[config.mk]
export PLATFORM = sky130hd
export DESIGN_NAME = polygon_centroid_recenter
export DESIGN_NICKNAME = d
export VERILOG_FILES = /design/src/rtl/core/pcr_pkg.sv /design/src/rtl/core/pcr_store.sv /design/src/rtl/core/pcr_div.sv /design/src/rtl/core/polygon_centroid_recenter.sv
export SDC_FILE = /design/constraint.sdc
export NUM_CORES = 2
export LEC_CHECK = 0
export ABC_AREA = 0
export BUFFER_PORTS_ARGS = -buffer_cell sky130_fd_sc_hd__buf_2
export CORE_MARGIN = 1
export CORE_UTILIZATION = 41
export CTS_BUF_LIST = sky130_fd_sc_hd__clkbuf_4 sky130_fd_sc_hd__clkbuf_8 sky130_fd_sc_hd__clkbuf_16
export CTS_CLUSTER_DIAMETER = 200
export DETAILED_ROUTE_END_ITERATION = 8
export GPL_ROUTABILITY_DRIVEN = 0
export GPL_TIMING_DRIVEN = 0
export PLACE_DENSITY = 0.65
export SLEW_MARGIN = 10
export SYNTH_ARGS = -nofsm -noshare
export SYNTH_HDL_FRONTEND = slang
export SYNTH_SLANG_ARGS = --single-unit
[constraint.sdc]
create_clock -name clk -period 10.5 [get_ports clk]
set_input_delay 1.05 -clock clk [delete_from_list [all_inputs] [get_ports clk]]
set_output_delay 1.05 -clock clk [all_outputs]
set_load 0.02 [all_outputs]
[src/rtl/core/pcr_pkg.sv]
// Shared types, widths and codes for the polygon centroid and recentring block.
`timescale 1ns / 1ps
package pcr_pkg;

  // Vertex store depth and the counters that follow from it
  localparam int MAX_VERT = 8;
  localparam int CNT_W    = $clog2(MAX_VERT + 2);
  localparam int IDX_W    = $clog2(MAX_VERT);

  // Arithmetic widths
  localparam int W_CRD  = 16;
  localparam int W_SUM  = 56;
  localparam int W_DEN  = 42;
  localparam int STEP_W = $clog2(W_SUM);

  // Status codes
  localparam logic [1:0] ST_OK        = 2'd0;
  localparam logic [1:0] ST_ZERO_AREA = 2'd1;
  localparam logic [1:0] ST_TOO_MANY  = 2'd2;

  // Configuration register indexes
  localparam logic [1:0] CFG_MODE = 2'd0;
  localparam logic [1:0] CFG_CX   = 2'd1;
  localparam logic [1:0] CFG_CY   = 2'd2;

  typedef logic signed [W_CRD-1:0] coord_t;

  typedef struct packed {
    coord_t y;
    coord_t x;
  } vertex_t;

endpackage

[src/rtl/core/pcr_store.sv]
// Vertex store: one write port, one registered read port.
`timescale 1ns / 1ps
module pcr_store (
  input  logic                      clk,
  input  logic                      we,
  input  logic [pcr_pkg::IDX_W-1:0] waddr,
  input  pcr_pkg::vertex_t          wdata,
  input  logic                      re,
  input  logic [pcr_pkg::IDX_W-1:0] raddr,
  output pcr_pkg::vertex_t          rdata
);
  import pcr_pkg::*;

  vertex_t mem [MAX_VERT];
  vertex_t rdata_r;

  // Write the arriving vertex
  always_ff @(posedge clk) begin
    if (we) begin
      mem[waddr] <= wdata;
    end
  end

  // Register the read data
  always_ff @(posedge clk) begin
    if (re) begin
      rdata_r <= mem[raddr];
    end
  end

  assign rdata = rdata_r;

endmodule

[src/rtl/core/pcr_div.sv]
// Restoring divider, one quotient bit per cycle, signed result saturated to 16 bits.
`timescale 1ns / 1ps
module pcr_div (
  input  logic                           clk,
  input  logic                           rst_n,
  input  logic                           start,
  input  logic signed [pcr_pkg::W_SUM-1:0] dividend,
  input  logic signed [pcr_pkg::W_DEN-1:0] divisor,
  output logic                           done,
  output pcr_pkg::coord_t                quot
);
  import pcr_pkg::*;

  logic                busy_r, busy_nxt;
  logic                fin_r, fin_nxt;
  logic [STEP_W-1:0]   step_r, step_nxt;
  logic                neg_r, neg_nxt;
  logic [W_SUM-1:0]    quo_r, quo_nxt;
  logic [W_DEN-1:0]    rem_r, rem_nxt;
  logic [W_DEN-1:0]    dmag_r, dmag_nxt;
  logic [W_DEN:0]      trial;
  logic [W_DEN:0]      diff;
  logic                ge;

  // One restoring step: shift in the next dividend bit, try the subtract
  assign trial = {rem_r, quo_r[W_SUM-1]};
  assign diff  = trial - {1'b0, dmag_r};
  assign ge    = ~diff[W_DEN];

  always_comb begin
    busy_nxt = busy_r;
    fin_nxt  = 1'b0;
    step_nxt = step_r;
    neg_nxt  = neg_r;
    quo_nxt  = quo_r;
    rem_nxt  = rem_r;
    dmag_nxt = dmag_r;
    if (start) begin
      busy_nxt = 1'b1;
      step_nxt = '0;
      neg_nxt  = dividend[W_SUM-1] ^ divisor[W_DEN-1];
      quo_nxt  = dividend[W_SUM-1] ? W_SUM'(-dividend) : W_SUM'(dividend);
      rem_nxt  = '0;
      dmag_nxt = divisor[W_DEN-1] ? W_DEN'(-divisor) : W_DEN'(divisor);
    end else if (busy_r) begin
      rem_nxt  = ge ? diff[W_DEN-1:0] : trial[W_DEN-1:0];
      quo_nxt  = {quo_r[W_SUM-2:0], ge};
      step_nxt = step_r + 1'b1;
      if (step_r == STEP_W'(W_SUM - 1)) begin
        busy_nxt = 1'b0;
        fin_nxt  = 1'b1;
      end
    end
  end

  always_ff @(posedge clk) begin
    if (!rst_n) begin
      busy_r <= 1'b0;
      fin_r  <= 1'b0;
    end else begin
      busy_r <= busy_nxt;
      fin_r  <= fin_nxt;
    end
  end

  always_ff @(posedge clk) begin
    step_r <= step_nxt;
    neg_r  <= neg_nxt;
    quo_r  <= quo_nxt;
    rem_r  <= rem_nxt;
    dmag_r <= dmag_nxt;
  end

  // Apply sign and clamp the magnitude to the 16-bit range
  always_comb begin
    if (neg_r) begin
      if (quo_r > W_SUM'(32768)) begin
        quot = 16'sh8000;
      end else begin
        quot = coord_t'(-quo_r[W_CRD:0]);
      end
    end else begin
      if (quo_r > W_SUM'(32767)) begin
        quot = 16'sh7fff;
      end else begin
        quot = coord_t'(quo_r[W_CRD-1:0]);
      end
    end
  end

  assign done = fin_r;

endmodule

[src/rtl/core/polygon_centroid_recenter.sv]
// Polygon centroid and recentring: top level with sequencer and shared multiplier.
// A first vertex that is not the last is only stored; later ones up to MAX_VERT are stored and run
// through edge steps S_E1 to S_E6. Final vertex, unless too many: closing edge in the same steps,
// area check and, if nonzero, two divisions in turn on the shared divider. In mode 1 a store
// read precedes each result. Results leave while the sink has room; no input is taken meanwhile.
// Synchronous active-low reset clears the sequencer, counters, accumulators and control registers.
`timescale 1ns / 1ps
module polygon_centroid_recenter (
  input  logic        clk,
  input  logic        rst_n,
  input  logic        in_tvalid,
  output logic        in_tready,
  input  logic [31:0] in_tdata,   // [15:0] vertex_x, [31:16] vertex_y
  input  logic        in_tlast,   // last_vertex
  output logic        out_tvalid,
  input  logic        out_tready,
  output logic [63:0] out_tdata,  // [15:0] point_x, [31:16] point_y,
                                  // [47:32] centroid_x, [63:48] centroid_y
  output logic [1:0]  out_tuser,  // [1:0] status
  output logic        out_tlast,  // last_result
  input  logic        cfg_valid,
  output logic        cfg_ready,
  input  logic [1:0]  cfg_index,
  input  logic [15:0] cfg_data
);
  import pcr_pkg::*;

  localparam int W_MA   = W_CRD + 1;
  localparam int W_CR   = 2 * W_CRD + 1;
  localparam int W_PROD = W_MA + W_CR;
  localparam int W_AREA = 40;
  localparam int W_RC   = W_CRD + 2;

  // Sequencer states
  localparam logic [3:0] S_IDLE  = 4'd0;
  localparam logic [3:0] S_E1    = 4'd1;
  localparam logic [3:0] S_E2    = 4'd2;
  localparam logic [3:0] S_E3    = 4'd3;
  localparam logic [3:0] S_E4    = 4'd4;
  localparam logic [3:0] S_E5    = 4'd5;
  localparam logic [3:0] S_E6    = 4'd6;
  localparam logic [3:0] S_CHECK = 4'd7;
  localparam logic [3:0] S_DIVX  = 4'd8;
  localparam logic [3:0] S_DIVY  = 4'd9;
  localparam logic [3:0] S_RD    = 4'd10;
  localparam logic [3:0] S_LOAD  = 4'd11;

  function automatic coord_t sat16(input logic signed [W_RC-1:0] v);
    if (v > W_RC'(32767)) begin
      return 16'sh7fff;
    end else if (v < -W_RC'(32768)) begin
      return 16'sh8000;
    end else begin
      return coord_t'(v);
    end
  endfunction

  logic [3:0]               state_r, state_nxt;
  logic [CNT_W-1:0]         count_r, count_nxt;
  logic [IDX_W-1:0]         k_r, k_nxt;
  logic                     last_r, last_nxt;
  logic                     close_r, close_nxt;
  logic                     mode_r, mode_nxt;
  logic [1:0]               status_r, status_nxt;
  vertex_t                  first_r, first_nxt;
  vertex_t                  prev_r, prev_nxt;
  vertex_t                  ea_r, ea_nxt;
  vertex_t                  eb_r, eb_nxt;
  logic signed [W_CR-1:0]   t_r, t_nxt;
  logic signed [W_CR-1:0]   cr_r, cr_nxt;
  logic signed [W_PROD-1:0] prod_r;
  logic signed [W_AREA-1:0] area_r, area_nxt;
  logic signed [W_SUM-1:0]  wx_r, wx_nxt;
  logic signed [W_SUM-1:0]  wy_r, wy_nxt;
  coord_t                   cx_r, cx_nxt;
  coord_t                   cy_r, cy_nxt;
  logic                     cfg_mode_r;
  coord_t                   cfg_cx_r;
  coord_t                   cfg_cy_r;

  logic                     ovalid_r, ovalid_nxt;
  logic [63:0]              odata_r, odata_nxt;
  logic [1:0]               ouser_r, ouser_nxt;
  logic                     olast_r, olast_nxt;

  logic signed [W_MA-1:0]   mul_a;
  logic signed [W_CR-1:0]   mul_b;
  logic                     div_start;
  logic signed [W_SUM-1:0]  div_num;
  logic signed [W_DEN-1:0]  div_den;
  logic                     div_done;
  coord_t                   div_q;
  logic                     st_we;
  logic                     st_re;
  vertex_t                  st_rdata;
  vertex_t                  in_vtx;
  logic                     in_fire;
  logic                     out_free;
  logic [CNT_W-1:0]         n_emit;
  logic                     emit_last;
  coord_t                   px;
  coord_t                   py;

  assign in_vtx    = vertex_t'(in_tdata);
  assign in_tready = (state_r == S_IDLE);
  assign in_fire   = in_tvalid && in_tready;
  assign out_free  = !ovalid_r || out_tready;
  assign cfg_ready = 1'b1;

  // Configuration registers; index beyond the list is dropped
  always_ff @(posedge clk) begin
    if (!rst_n) begin
      cfg_mode_r <= 1'b0;
      cfg_cx_r   <= '0;
      cfg_cy_r   <= '0;
    end else if (cfg_valid) begin
      case (cfg_index)
        CFG_MODE: cfg_mode_r <= cfg_data[0];
        CFG_CX:   cfg_cx_r   <= coord_t'(cfg_data);
        CFG_CY:   cfg_cy_r   <= coord_t'(cfg_data);
        default:  ;
      endcase
    end
  end

  pcr_store u_store (
    .clk   (clk),
    .we    (st_we),
    .waddr (count_r[IDX_W-1:0]),
    .wdata (in_vtx),
    .re    (st_re),
    .raddr (k_r),
    .rdata (st_rdata)
  );

  // Divide weighted sums by three times the cross-product sum (six times the signed area)
  assign div_den = W_DEN'(area_r) + (W_DEN'(area_r) <<< 1);
  assign div_num = (state_r == S_CHECK) ? wx_r : wy_r;

  pcr_div u_div (
    .clk      (clk),
    .rst_n    (rst_n),
    .start    (div_start),
    .dividend (div_num),
    .divisor  (div_den),
    .done     (div_done),
    .quot     (div_q)
  );

  // Shared multiplier operand select
  always_comb begin
    case (state_r)
      S_E1: begin
        mul_a = W_MA'(ea_r.x);
        mul_b = W_CR'(eb_r.y);
      end
      S_E2: begin
        mul_a = W_MA'(ea_r.y);
        mul_b = W_CR'(eb_r.x);
      end
      S_E4: begin
        mul_a = W_MA'(ea_r.x) + W_MA'(eb_r.x);
        mul_b = cr_r;
      end
      S_E5: begin
        mul_a = W_MA'(ea_r.y) + W_MA'(eb_r.y);
        mul_b = cr_r;
      end
      default: begin
        mul_a = '0;
        mul_b = '0;
      end
    endcase
  end

  always_ff @(posedge clk) begin
    prod_r <= mul_a * mul_b;
  end

  // Recentred point from the stored vertex
  assign n_emit    = (count_r > CNT_W'(MAX_VERT)) ? CNT_W'(MAX_VERT) : count_r;
  assign emit_last = (CNT_W'(k_r) + 1'b1) == n_emit;
  assign px = sat16(W_RC'(st_rdata.x) - W_RC'(cx_r) + W_RC'(cfg_cx_r));
  assign py = sat16(W_RC'(st_rdata.y) - W_RC'(cy_r) + W_RC'(cfg_cy_r));

  // Sequencer
  always_comb begin
    state_nxt  = state_r;
    count_nxt  = count_r;
    k_nxt      = k_r;
    last_nxt   = last_r;
    close_nxt  = close_r;
    mode_nxt   = mode_r;
    status_nxt = status_r;
    first_nxt  = first_r;
    prev_nxt   = prev_r;
    ea_nxt     = ea_r;
    eb_nxt     = eb_r;
    t_nxt      = t_r;
    cr_nxt     = cr_r;
    area_nxt   = area_r;
    wx_nxt     = wx_r;
    wy_nxt     = wy_r;
    cx_nxt     = cx_r;
    cy_nxt     = cy_r;
    ovalid_nxt = ovalid_r && !out_tready;
    odata_nxt  = odata_r;
    ouser_nxt  = ouser_r;
    olast_nxt  = olast_r;
    st_we      = 1'b0;
    st_re      = 1'b0;
    div_start  = 1'b0;

    case (state_r)
      S_IDLE: begin
        if (in_fire) begin
          last_nxt = in_tlast;
          if (in_tlast) begin
            mode_nxt = cfg_mode_r;
          end
          if (count_r < CNT_W'(MAX_VERT)) begin
            st_we     = 1'b1;
            count_nxt = count_r + 1'b1;
            prev_nxt  = in_vtx;
            if (count_r == '0) begin
              first_nxt = in_vtx;
              if (in_tlast) begin
                // Single vertex: close on itself
                ea_nxt    = in_vtx;
                eb_nxt    = in_vtx;
                close_nxt = 1'b1;
                state_nxt = S_E1;
              end
            end else begin
              ea_nxt    = prev_r;
              eb_nxt    = in_vtx;
              close_nxt = 1'b0;
              state_nxt = S_E1;
            end
          end else begin
            count_nxt = CNT_W'(MAX_VERT + 1);
            if (in_tlast) begin
              status_nxt = ST_TOO_MANY;
              cx_nxt     = '0;
              cy_nxt     = '0;
              k_nxt      = '0;
              state_nxt  = cfg_mode_r ? S_RD : S_LOAD;
            end
          end
        end
      end
      S_E1: state_nxt = S_E2;
      S_E2: begin
        t_nxt     = prod_r[W_CR-1:0];
        state_nxt = S_E3;
      end
      S_E3: begin
        cr_nxt    = t_r - $signed(prod_r[W_CR-1:0]);
        state_nxt = S_E4;
      end
      S_E4: begin
        area_nxt  = area_r + W_AREA'(cr_r);
        state_nxt = S_E5;
      end
      S_E5: begin
        wx_nxt    = wx_r + W_SUM'(prod_r);
        state_nxt = S_E6;
      end
      S_E6: begin
        wy_nxt = wy_r + W_SUM'(prod_r);
        if (close_r) begin
          state_nxt = S_CHECK;
        end else if (last_r) begin
          // Closing edge back to the first vertex
          ea_nxt    = prev_r;
          eb_nxt    = first_r;
          close_nxt = 1'b1;
          state_nxt = S_E1;
        end else begin
          state_nxt = S_IDLE;
        end
      end
      S_CHECK: begin
        k_nxt = '0;
        if (area_r == '0) begin
          status_nxt = ST_ZERO_AREA;
          cx_nxt     = '0;
          cy_nxt     = '0;
          state_nxt  = mode_r ? S_RD : S_LOAD;
        end else begin
          status_nxt = ST_OK;
          div_start  = 1'b1;
          state_nxt  = S_DIVX;
        end
      end
      S_DIVX: begin
        if (div_done) begin
          cx_nxt    = div_q;
          div_start = 1'b1;
          state_nxt = S_DIVY;
        end
      end
      S_DIVY: begin
        if (div_done) begin
          cy_nxt    = div_q;
          state_nxt = mode_r ? S_RD : S_LOAD;
        end
      end
      S_RD: begin
        st_re     = 1'b1;
        state_nxt = S_LOAD;
      end
      S_LOAD: begin
        if (out_free) begin
          ovalid_nxt = 1'b1;
          ouser_nxt  = status_r;
          if (mode_r) begin
            odata_nxt = {cy_r, cx_r, py, px};
            olast_nxt = emit_last;
          end else begin
            odata_nxt = {cy_r, cx_r, 32'd0};
            olast_nxt = 1'b1;
          end
          if (!mode_r || emit_last) begin
            // Polygon done: clear for the next one
            count_nxt = '0;
            area_nxt  = '0;
            wx_nxt    = '0;
            wy_nxt    = '0;
            first_nxt = '0;
            prev_nxt  = '0;
            state_nxt = S_IDLE;
          end else begin
            k_nxt     = k_r + 1'b1;
            state_nxt = S_RD;
          end
        end
      end
      default: state_nxt = S_IDLE;
    endcase
  end

  // Control and accumulator registers
  always_ff @(posedge clk) begin
    if (!rst_n) begin
      state_r  <= S_IDLE;
      count_r  <= '0;
      k_r      <= '0;
      last_r   <= 1'b0;
      close_r  <= 1'b0;
      mode_r   <= 1'b0;
      status_r <= ST_OK;
      first_r  <= '0;
      prev_r   <= '0;
      area_r   <= '0;
      wx_r     <= '0;
      wy_r     <= '0;
      cx_r     <= '0;
      cy_r     <= '0;
      ovalid_r <= 1'b0;
    end else begin
      state_r  <= state_nxt;
      count_r  <= count_nxt;
      k_r      <= k_nxt;
      last_r   <= last_nxt;
      close_r  <= close_nxt;
      mode_r   <= mode_nxt;
      status_r <= status_nxt;
      first_r  <= first_nxt;
      prev_r   <= prev_nxt;
      area_r   <= area_nxt;
      wx_r     <= wx_nxt;
      wy_r     <= wy_nxt;
      cx_r     <= cx_nxt;
      cy_r     <= cy_nxt;
      ovalid_r <= ovalid_nxt;
    end
  end

  // Payload registers
  always_ff @(posedge clk) begin
    ea_r    <= ea_nxt;
    eb_r    <= eb_nxt;
    t_r     <= t_nxt;
    cr_r    <= cr_nxt;
    odata_r <= odata_nxt;
    ouser_r <= ouser_nxt;
    olast_r <= olast_nxt;
  end

  assign out_tvalid = ovalid_r;
  assign out_tdata  = odata_r;
  assign out_tuser  = ouser_r;
  assign out_tlast  = olast_r;

endmodule

* After elaboration in Yosys (flattened, before gate mapping)
Memories as Yosys holds them, arrays and structs flattened. A register that Yosys moved wholly into a read port is not among the register bits.
Cells that the tools add are included.
** Operators by class
- $add $sub $neg :: 19
- $mul :: 1
- Order comparisons :: 8
- Equality and inequality tests :: 30
- Mux-type cells :: 105
- Bitwise gates (word level) :: 5
- Reduce and logical (&&, ||, !) cells :: 44
** Operators with widths (count)
- two-way mux 32 bit :: 18
- two-way mux 56 bit :: 6
- one-hot mux 32 bit (2 select lines) :: 4
- one-hot mux 56 bit (2 select lines) :: 2
- two-way mux 16 bit :: 10
- adder 56 x 50 -> 56 bit :: 2
- one-hot mux 33 bit (3 select lines) :: 1
- one-hot mux 16 bit (3 select lines) :: 2
- two-way mux 40 bit :: 2
- one-hot mux 40 bit (2 select lines) :: 1
- one-hot mux 17 bit (4 select lines) :: 1
- > comparator 56 x 15 -> 1 bit, second input constant :: 1
- > comparator 56 x 16 -> 1 bit, second input constant :: 1
- two-way mux 4 bit :: 14
- negation 56 bit :: 1
- multiplier 17 x 33 -> 50 bit :: 1
- one-hot mux 4 bit (12 select lines) :: 1
- subtractor 43 x 42 -> 43 bit :: 1
- adder 40 x 41 -> 42 bit :: 1
- two-way mux 42 bit :: 1
- negation 42 bit :: 1
- two-way mux 41 bit :: 1
- adder 40 x 33 -> 40 bit :: 1
- logical NOT 40 bit :: 1
- 49 further kinds :: 137
** Word-level totals
- Register bits after elaboration :: 694
- Bits in writable memories :: 256
- Input port bits :: 56
- Output and inout port bits :: 70
- Memories :: 1
** Memory list
- u_store.mem :: words 8, bits a word 32, rd ports 1, clocked after Yosys merged registers in 1, write ports 1, line pcr_store.sv:14 : vertex_t mem [MAX_VERT];

* Logic depth before layout (Yosys ltp)
- Word-level depth :: 7
- Mapped depth :: 41
- Gate-level depth less buffers :: 39

* Cells and area by module
A second synthesis with hierarchy kept.
** Unflattened totals
- Cells, all modules :: 8185
- Area total of the unflattened synthesis :: 76882.5 um^2
** By module, submodules not included
- polygon_centroid_recenter :: instances 1, cells an instance 6568, area each 55539.5 um^2, sequential area each 12882.4 um^2
- pcr_store :: instances 1, cells an instance 415, area each 10786.6 um^2, sequential area each 8648.3 um^2
- pcr_div :: instances 1, cells an instance 1202, area each 10556.4 um^2, sequential area each 3973.8 um^2

* Worst setup path before layout
OpenSTA, ideal clock, no wires.
- Path kind :: register to register
- Start :: reg ea_r[17] (netlist name)
- End :: reg prod_r[49]
- Arrival time :: 9.442 ns
- Path slack :: 0.986 ns
- Stages on the path, launching flop included :: 36
- Path buffers :: 1
- Period minus slack after synthesis :: 9.514 ns
- Path through :: edfxtp_1 -> ha_1 -> a21o_1 -> a21oi_1 -> o21bai_1 -> a21oi_1 -> o21bai_1 -> a211oi_1 -> o21bai_1 -> a21oi_1 -> o21ai_0 -> a41o_1 -> a2111oi_0 -> clkbuf_1 -> nor2_1 -> fa_1 -> fa_1 -> fa_1 -> fa_1 -> fa_1 -> inv_1 -> fa_1 -> inv_1 -> ha_1 -> a211oi_1 -> or4b_2 -> a21oi_1 -> a211oi_1 -> o21ai_0 -> o21a_1 -> o21a_1 -> o21a_1 -> nand2b_1 -> o211ai_1 -> a21oi_1 -> xnor2_1
** Between the ends
- Cells in the longest elaborated chain, start to end :: 3
** RTL lines
- start, declared :: line polygon_centroid_recenter.sv:67 : vertex_t ea_r, ea_nxt;
- start signal, assigned :: line polygon_centroid_recenter.sv:382 : ea_r <= ea_nxt;
- adder 16 x 16 -> 17 bit :: line polygon_centroid_recenter.sv:166 : mul_a = W_MA'(ea_r.y) + W_MA'(eb_r.y);
- one-hot mux 17 bit (4 select lines) * :: line polygon_centroid_recenter.sv:152 : case (state_r)
- multiplier 17 x 33 -> 50 bit * :: line polygon_centroid_recenter.sv:177 : prod_r <= mul_a * mul_b;
- end signal, assigned :: line polygon_centroid_recenter.sv:177
- end, declared :: line polygon_centroid_recenter.sv:71 : logic signed [W_PROD-1:0] prod_r;
Mark *: on every way between the ends. The rest lies on a longest branch, timed or not.
A chain may end at the register's enable or synchronous reset.

* Worst setup path in the final report
- Start :: reg state_r[1]
- End :: reg prod_r[49]
** Between the ends
- Cells in the longest elaborated chain, start to end :: 4
** RTL lines
- start, declared :: line polygon_centroid_recenter.sv:58 : logic [3:0] state_r, state_nxt;
- start signal, assigned :: line polygon_centroid_recenter.sv:362 : state_r <= state_nxt;
- equality test 4 x 3 -> 1 bit :: line polygon_centroid_recenter.sv:152
- OR reduction 2 bit (no source line)
- one-hot mux 33 bit (3 select lines) :: line polygon_centroid_recenter.sv:152
- multiplier 17 x 33 -> 50 bit * :: line polygon_centroid_recenter.sv:177
Marks and branches as above.

==> summary.md <==
| Metric | Value |
|---|---|
| Layout cells sized above 1 | 7.46% |
| Initial DRC count | 5812 |
| Initial antenna violation count | 9 |
| Total negative slack | 0 ps |
| DP Area | 81400 um2 |
| Reg-to-Reg Start | state_r[1] |
| Final setup vio count | 0 |
| Die area | 190000 um2 |
| DR pass1 iterations | 6 |
| FFs w/ async S/R, synth | 0% |
| Die Wd | 436 um |
| Post-synth cell types | 94 |
| Nature of the critical path endpoint | flop |
| Number of remaining DRC errors | 0 |
| Clock root buffer master | clkbuf_16 |
| Status | completed |
| FF-to-FF End | prod_r[49] |
| Post-Syn Instances | 8152 |
| Path type of the worst setup path | flop to flop |
| Reg power frac | 23.4% |
| Post-synth top area cell | edfxtp_1 |
| Unrepaired setup endpoints after global routing | true |
| Arrival time worst endpoint | 10920 ps |
| Antenna viol nets, final | 0 |
| Fin Hold WS | 435 ps |
| TritonCTS buffer count | 105 |
| Worst rel slew slack | 9.39% |
| Most used cell, CP | fa_1 |
| Setup WS post-layout | 191 ps |
| Post-synth top area share | 22.7% |
| Sequential cell area | 25500 um2 |
| # fillers | 17400 |
| Clk buf depth | 3 |
| Syn_nets | 9257 |
| Critical path startpoint category | flop |
| Pwr per Cell Area | 251 nW/um2 |
| Max Freq | 0.0970 GHz |
| Place WS | -1420 ps |
| Worst r2r path cells | 32 |
| First-pass GRT wire length | ~360000 um |
| Top_reg_cell synth | edfxtp_1 |
| Post-Syn Area | approximately 77000 um2 |
| Hold Fails Final Rpt | 0 |
| VDD IR max | 0.000190 V |
| Min-delay src | status_r[1] |
| Synth area leaders | edfxtp_1 (23%), fa_1 (15%), dfxtp_1 (10%) |
| Worst min-delay path class | flop to flop |
| Site Rows | 158 |
| Minimum clock period | 10310 ps |
| Final core utilization | a little under half |
| WHS Path Cells | 0 |
| Non-Filler Cell Area, Final | 85500 um2 |
| Hold-fix buffers, CTS | 0 |
| Post-route insts no fill | approximately 11000 |
| Vias | between 60000 and 70000 |
| Sw Share | a little under half |
| Slowest-stage cell, CP | clkbuf_1 |
| Leakage power | 37.2 nW |
| Area of the multi-input gates | between 40000 and 50000 um2 |
| Most frequent cells in the layout | inv_1 (965), nand2_1 (959), edfxtp_1 (584), fa_1 (577), nor2_1 (499) |
| Commonest non-fill, non-tap cell in the layout | inv_1 |
| Starting Density | 41.4% |
| DP Cell Count | 10800 |
| Setup skew after layout | ~80 ps |
| Htree depth | 3 |
| Syn_area_per_cell | 9.46 um2 |
| Global Route Usage Sum | 24.2% |
| Slack of the worst reg-to-reg path | 190 ps |
| Power share of the combinational group | 57.6% |
| Clk slew on worst S/H paths | 60 ps |
| Critical path data required time | roughly 11000 ps |
| IO Count | approximately 130 |
| Max-cap violations | 0 |
| WL final | 234000 um |
| Clock power share | a little under a fifth |
| Sw power | 9.87 mW |
| CTS Sinks | 982 |
| Worst-Margin Slew | 1360 ps |
| Synthesis Warnings | 0 |
| Synth Register Bits | 982 |
| Core area | 186000 um2 |
| EDFF count, synth | ~600 |
| Final nets | 9518 |
| Crit path max fanout | 10 |
| Worst hold endpoint | out_tuser[1] |
| Total chip power | 21.5 mW |
| TritonCTS clock tree | built |
| Detailed Place HPWL | ~190000 um |
| Number of buffers and inverters on the critical path | 7 |
| Area delta synth->final | 10.9% |
| Sequential element share of the synthesized area | 33.1% |
| Vias in the first global route | 60900 |
| Port buffer count | 123 |
| Die Y-Extent | 436 um |
| Vias per std cell | 5.62 |
| Family with the most delay on the worst path | adder cells |
| Fin. max-slew vios | 0 |
| Largest net degree at the start of global routing | 53 |
| Worst skew pair latency | roughly 770 ps |
| Final Cycle Share | 98.2% |
| Slowest cell delay on critical path | ~700 ps |
| N_diodes | 0 |
| Total global routing overflow | 0 |
| Pint | 11.6 mW |
| Avg WL per Cell | about 21 um |
layout make-up:
cell class / count / share of cell area, %
Multi-Input combinational cell: 5838 / 54.8
Sequential cell: 982 / 29.8
Inverter: 968 / 4.25
Clock buffer: 152 / 3.72
Tap cell: 2480 / 3.63
Buffer: 361 / 1.67
Timing Repair Buffer: 157 / 1.25
Clock inverter: 46 / 0.832
power groups by stage:
stage / Sequential, mW / Clock [mW] / Combinational [mW]
4_1_cts: 5.01 / 4.11 / 12.2
6_report: 5.03 / 4.07 / 12.4
2_1_floorplan: 4.90 / 0 / 8.74
3_3_place_gp: 5.11 / 0 / 11.7
3_5_place_dp: 5.09 / 0 / 12.0
5_1_grt: 5.05 / 4.25 / 13.8
per-layer routing:
metal  share of wire, %  track usage [%]  vias up
li1                   -                -    28500
met4                4.1             8.98        6
met3                8.4             3.91      474
met5              0.015                0        -
met2                 45             38.3     2691
met1                 43             33.2    30100
repair_timing:
action | 4_1_cts | 5_1_grt
cloned | 0 | 0
pin swaps | 4 | 5
endpoints found under the setup margin | 26 | 14
buffers inserted | 2 | 5
gates resized for setup | 38 | 52
Yosys cell counts (76+ instances only):
library cell / number
a21boi_0: 160
a21o_1: 236
a21oi_1: 441
and2_1: 82
clkbuf_1: 310
dfxtp_1: 398
edfxtp_1: 584
fa_1: 577
ha_1: 472
inv_1: 966
mux2i_1: 98
nand2_1: 960
nand2b_1: 76
nand3_1: 254
nor2_1: 507
nor2b_1: 117
nor3_1: 90
o21ai_0: 408
xnor2_1: 275
xor2_1: 138
kinds of logic (layout without fill, tap and decap cells):
group	Yosys count	count (layout)	share of synthesized area [%]
other	1	1	0.00486
DFF	982	982	33.1
buffers and inverters	1332	1684	6.50
adders and majority gates	1049	1049	22.6
muxes	233	233	4.18
xor gates and xnor gates	413	413	4.69
and+or+nand+nor	2349	2349	13.9
AOI/OAI and AO/OA	1793	1793	15.0
how the worst max path moves through the flow:
stage	slack [ps]	from	endpoint	depth (start not counted)
2_1_floorplan	990	ea_r[17]	prod_r[49]	35
3_3_place_gp	-3230	eb_r[17]	prod_r[49]	35
3_5_place_dp	-1420	state_r[2]	prod_r[49]	34
4_1_cts	10	ea_r[0]	prod_r[49]	38
5_1_grt	-130	ea_r[0]	prod_r[49]	38
6_report	190	state_r[1]	prod_r[49]	32
registers in the layout, indices dropped and copies added (netlist names), 32 cells and up:
| name | cells |
|---|---|
| u_store.mem | 256 |
| out_tdata | 64 |
| u_div.quo_r | 56 |
| wx_r | 56 |
| wy_r | 56 |
| prod_r | 50 |
| u_div.dmag_r | 42 |
| u_div.rem_r | 42 |
| area_r | 40 |
| cr_r | 33 |
| t_r | 33 |
| ea_r | 32 |
| eb_r | 32 |
| first_r | 32 |
| prev_r | 32 |
| u_store.rdata | 32 |
worst register-to-register path: cells and delay by family, from the launching register on:
family | cells | cell delay, ps
compound gates | 11 | 2490
xor+xnor | 1 | 160
fa+ha+maj | 7 | 3470
buf+inv | 7 | 1870
flops | 1 | 380
simple gates | 6 | 1810
Power figures use the tool's default switching activity.
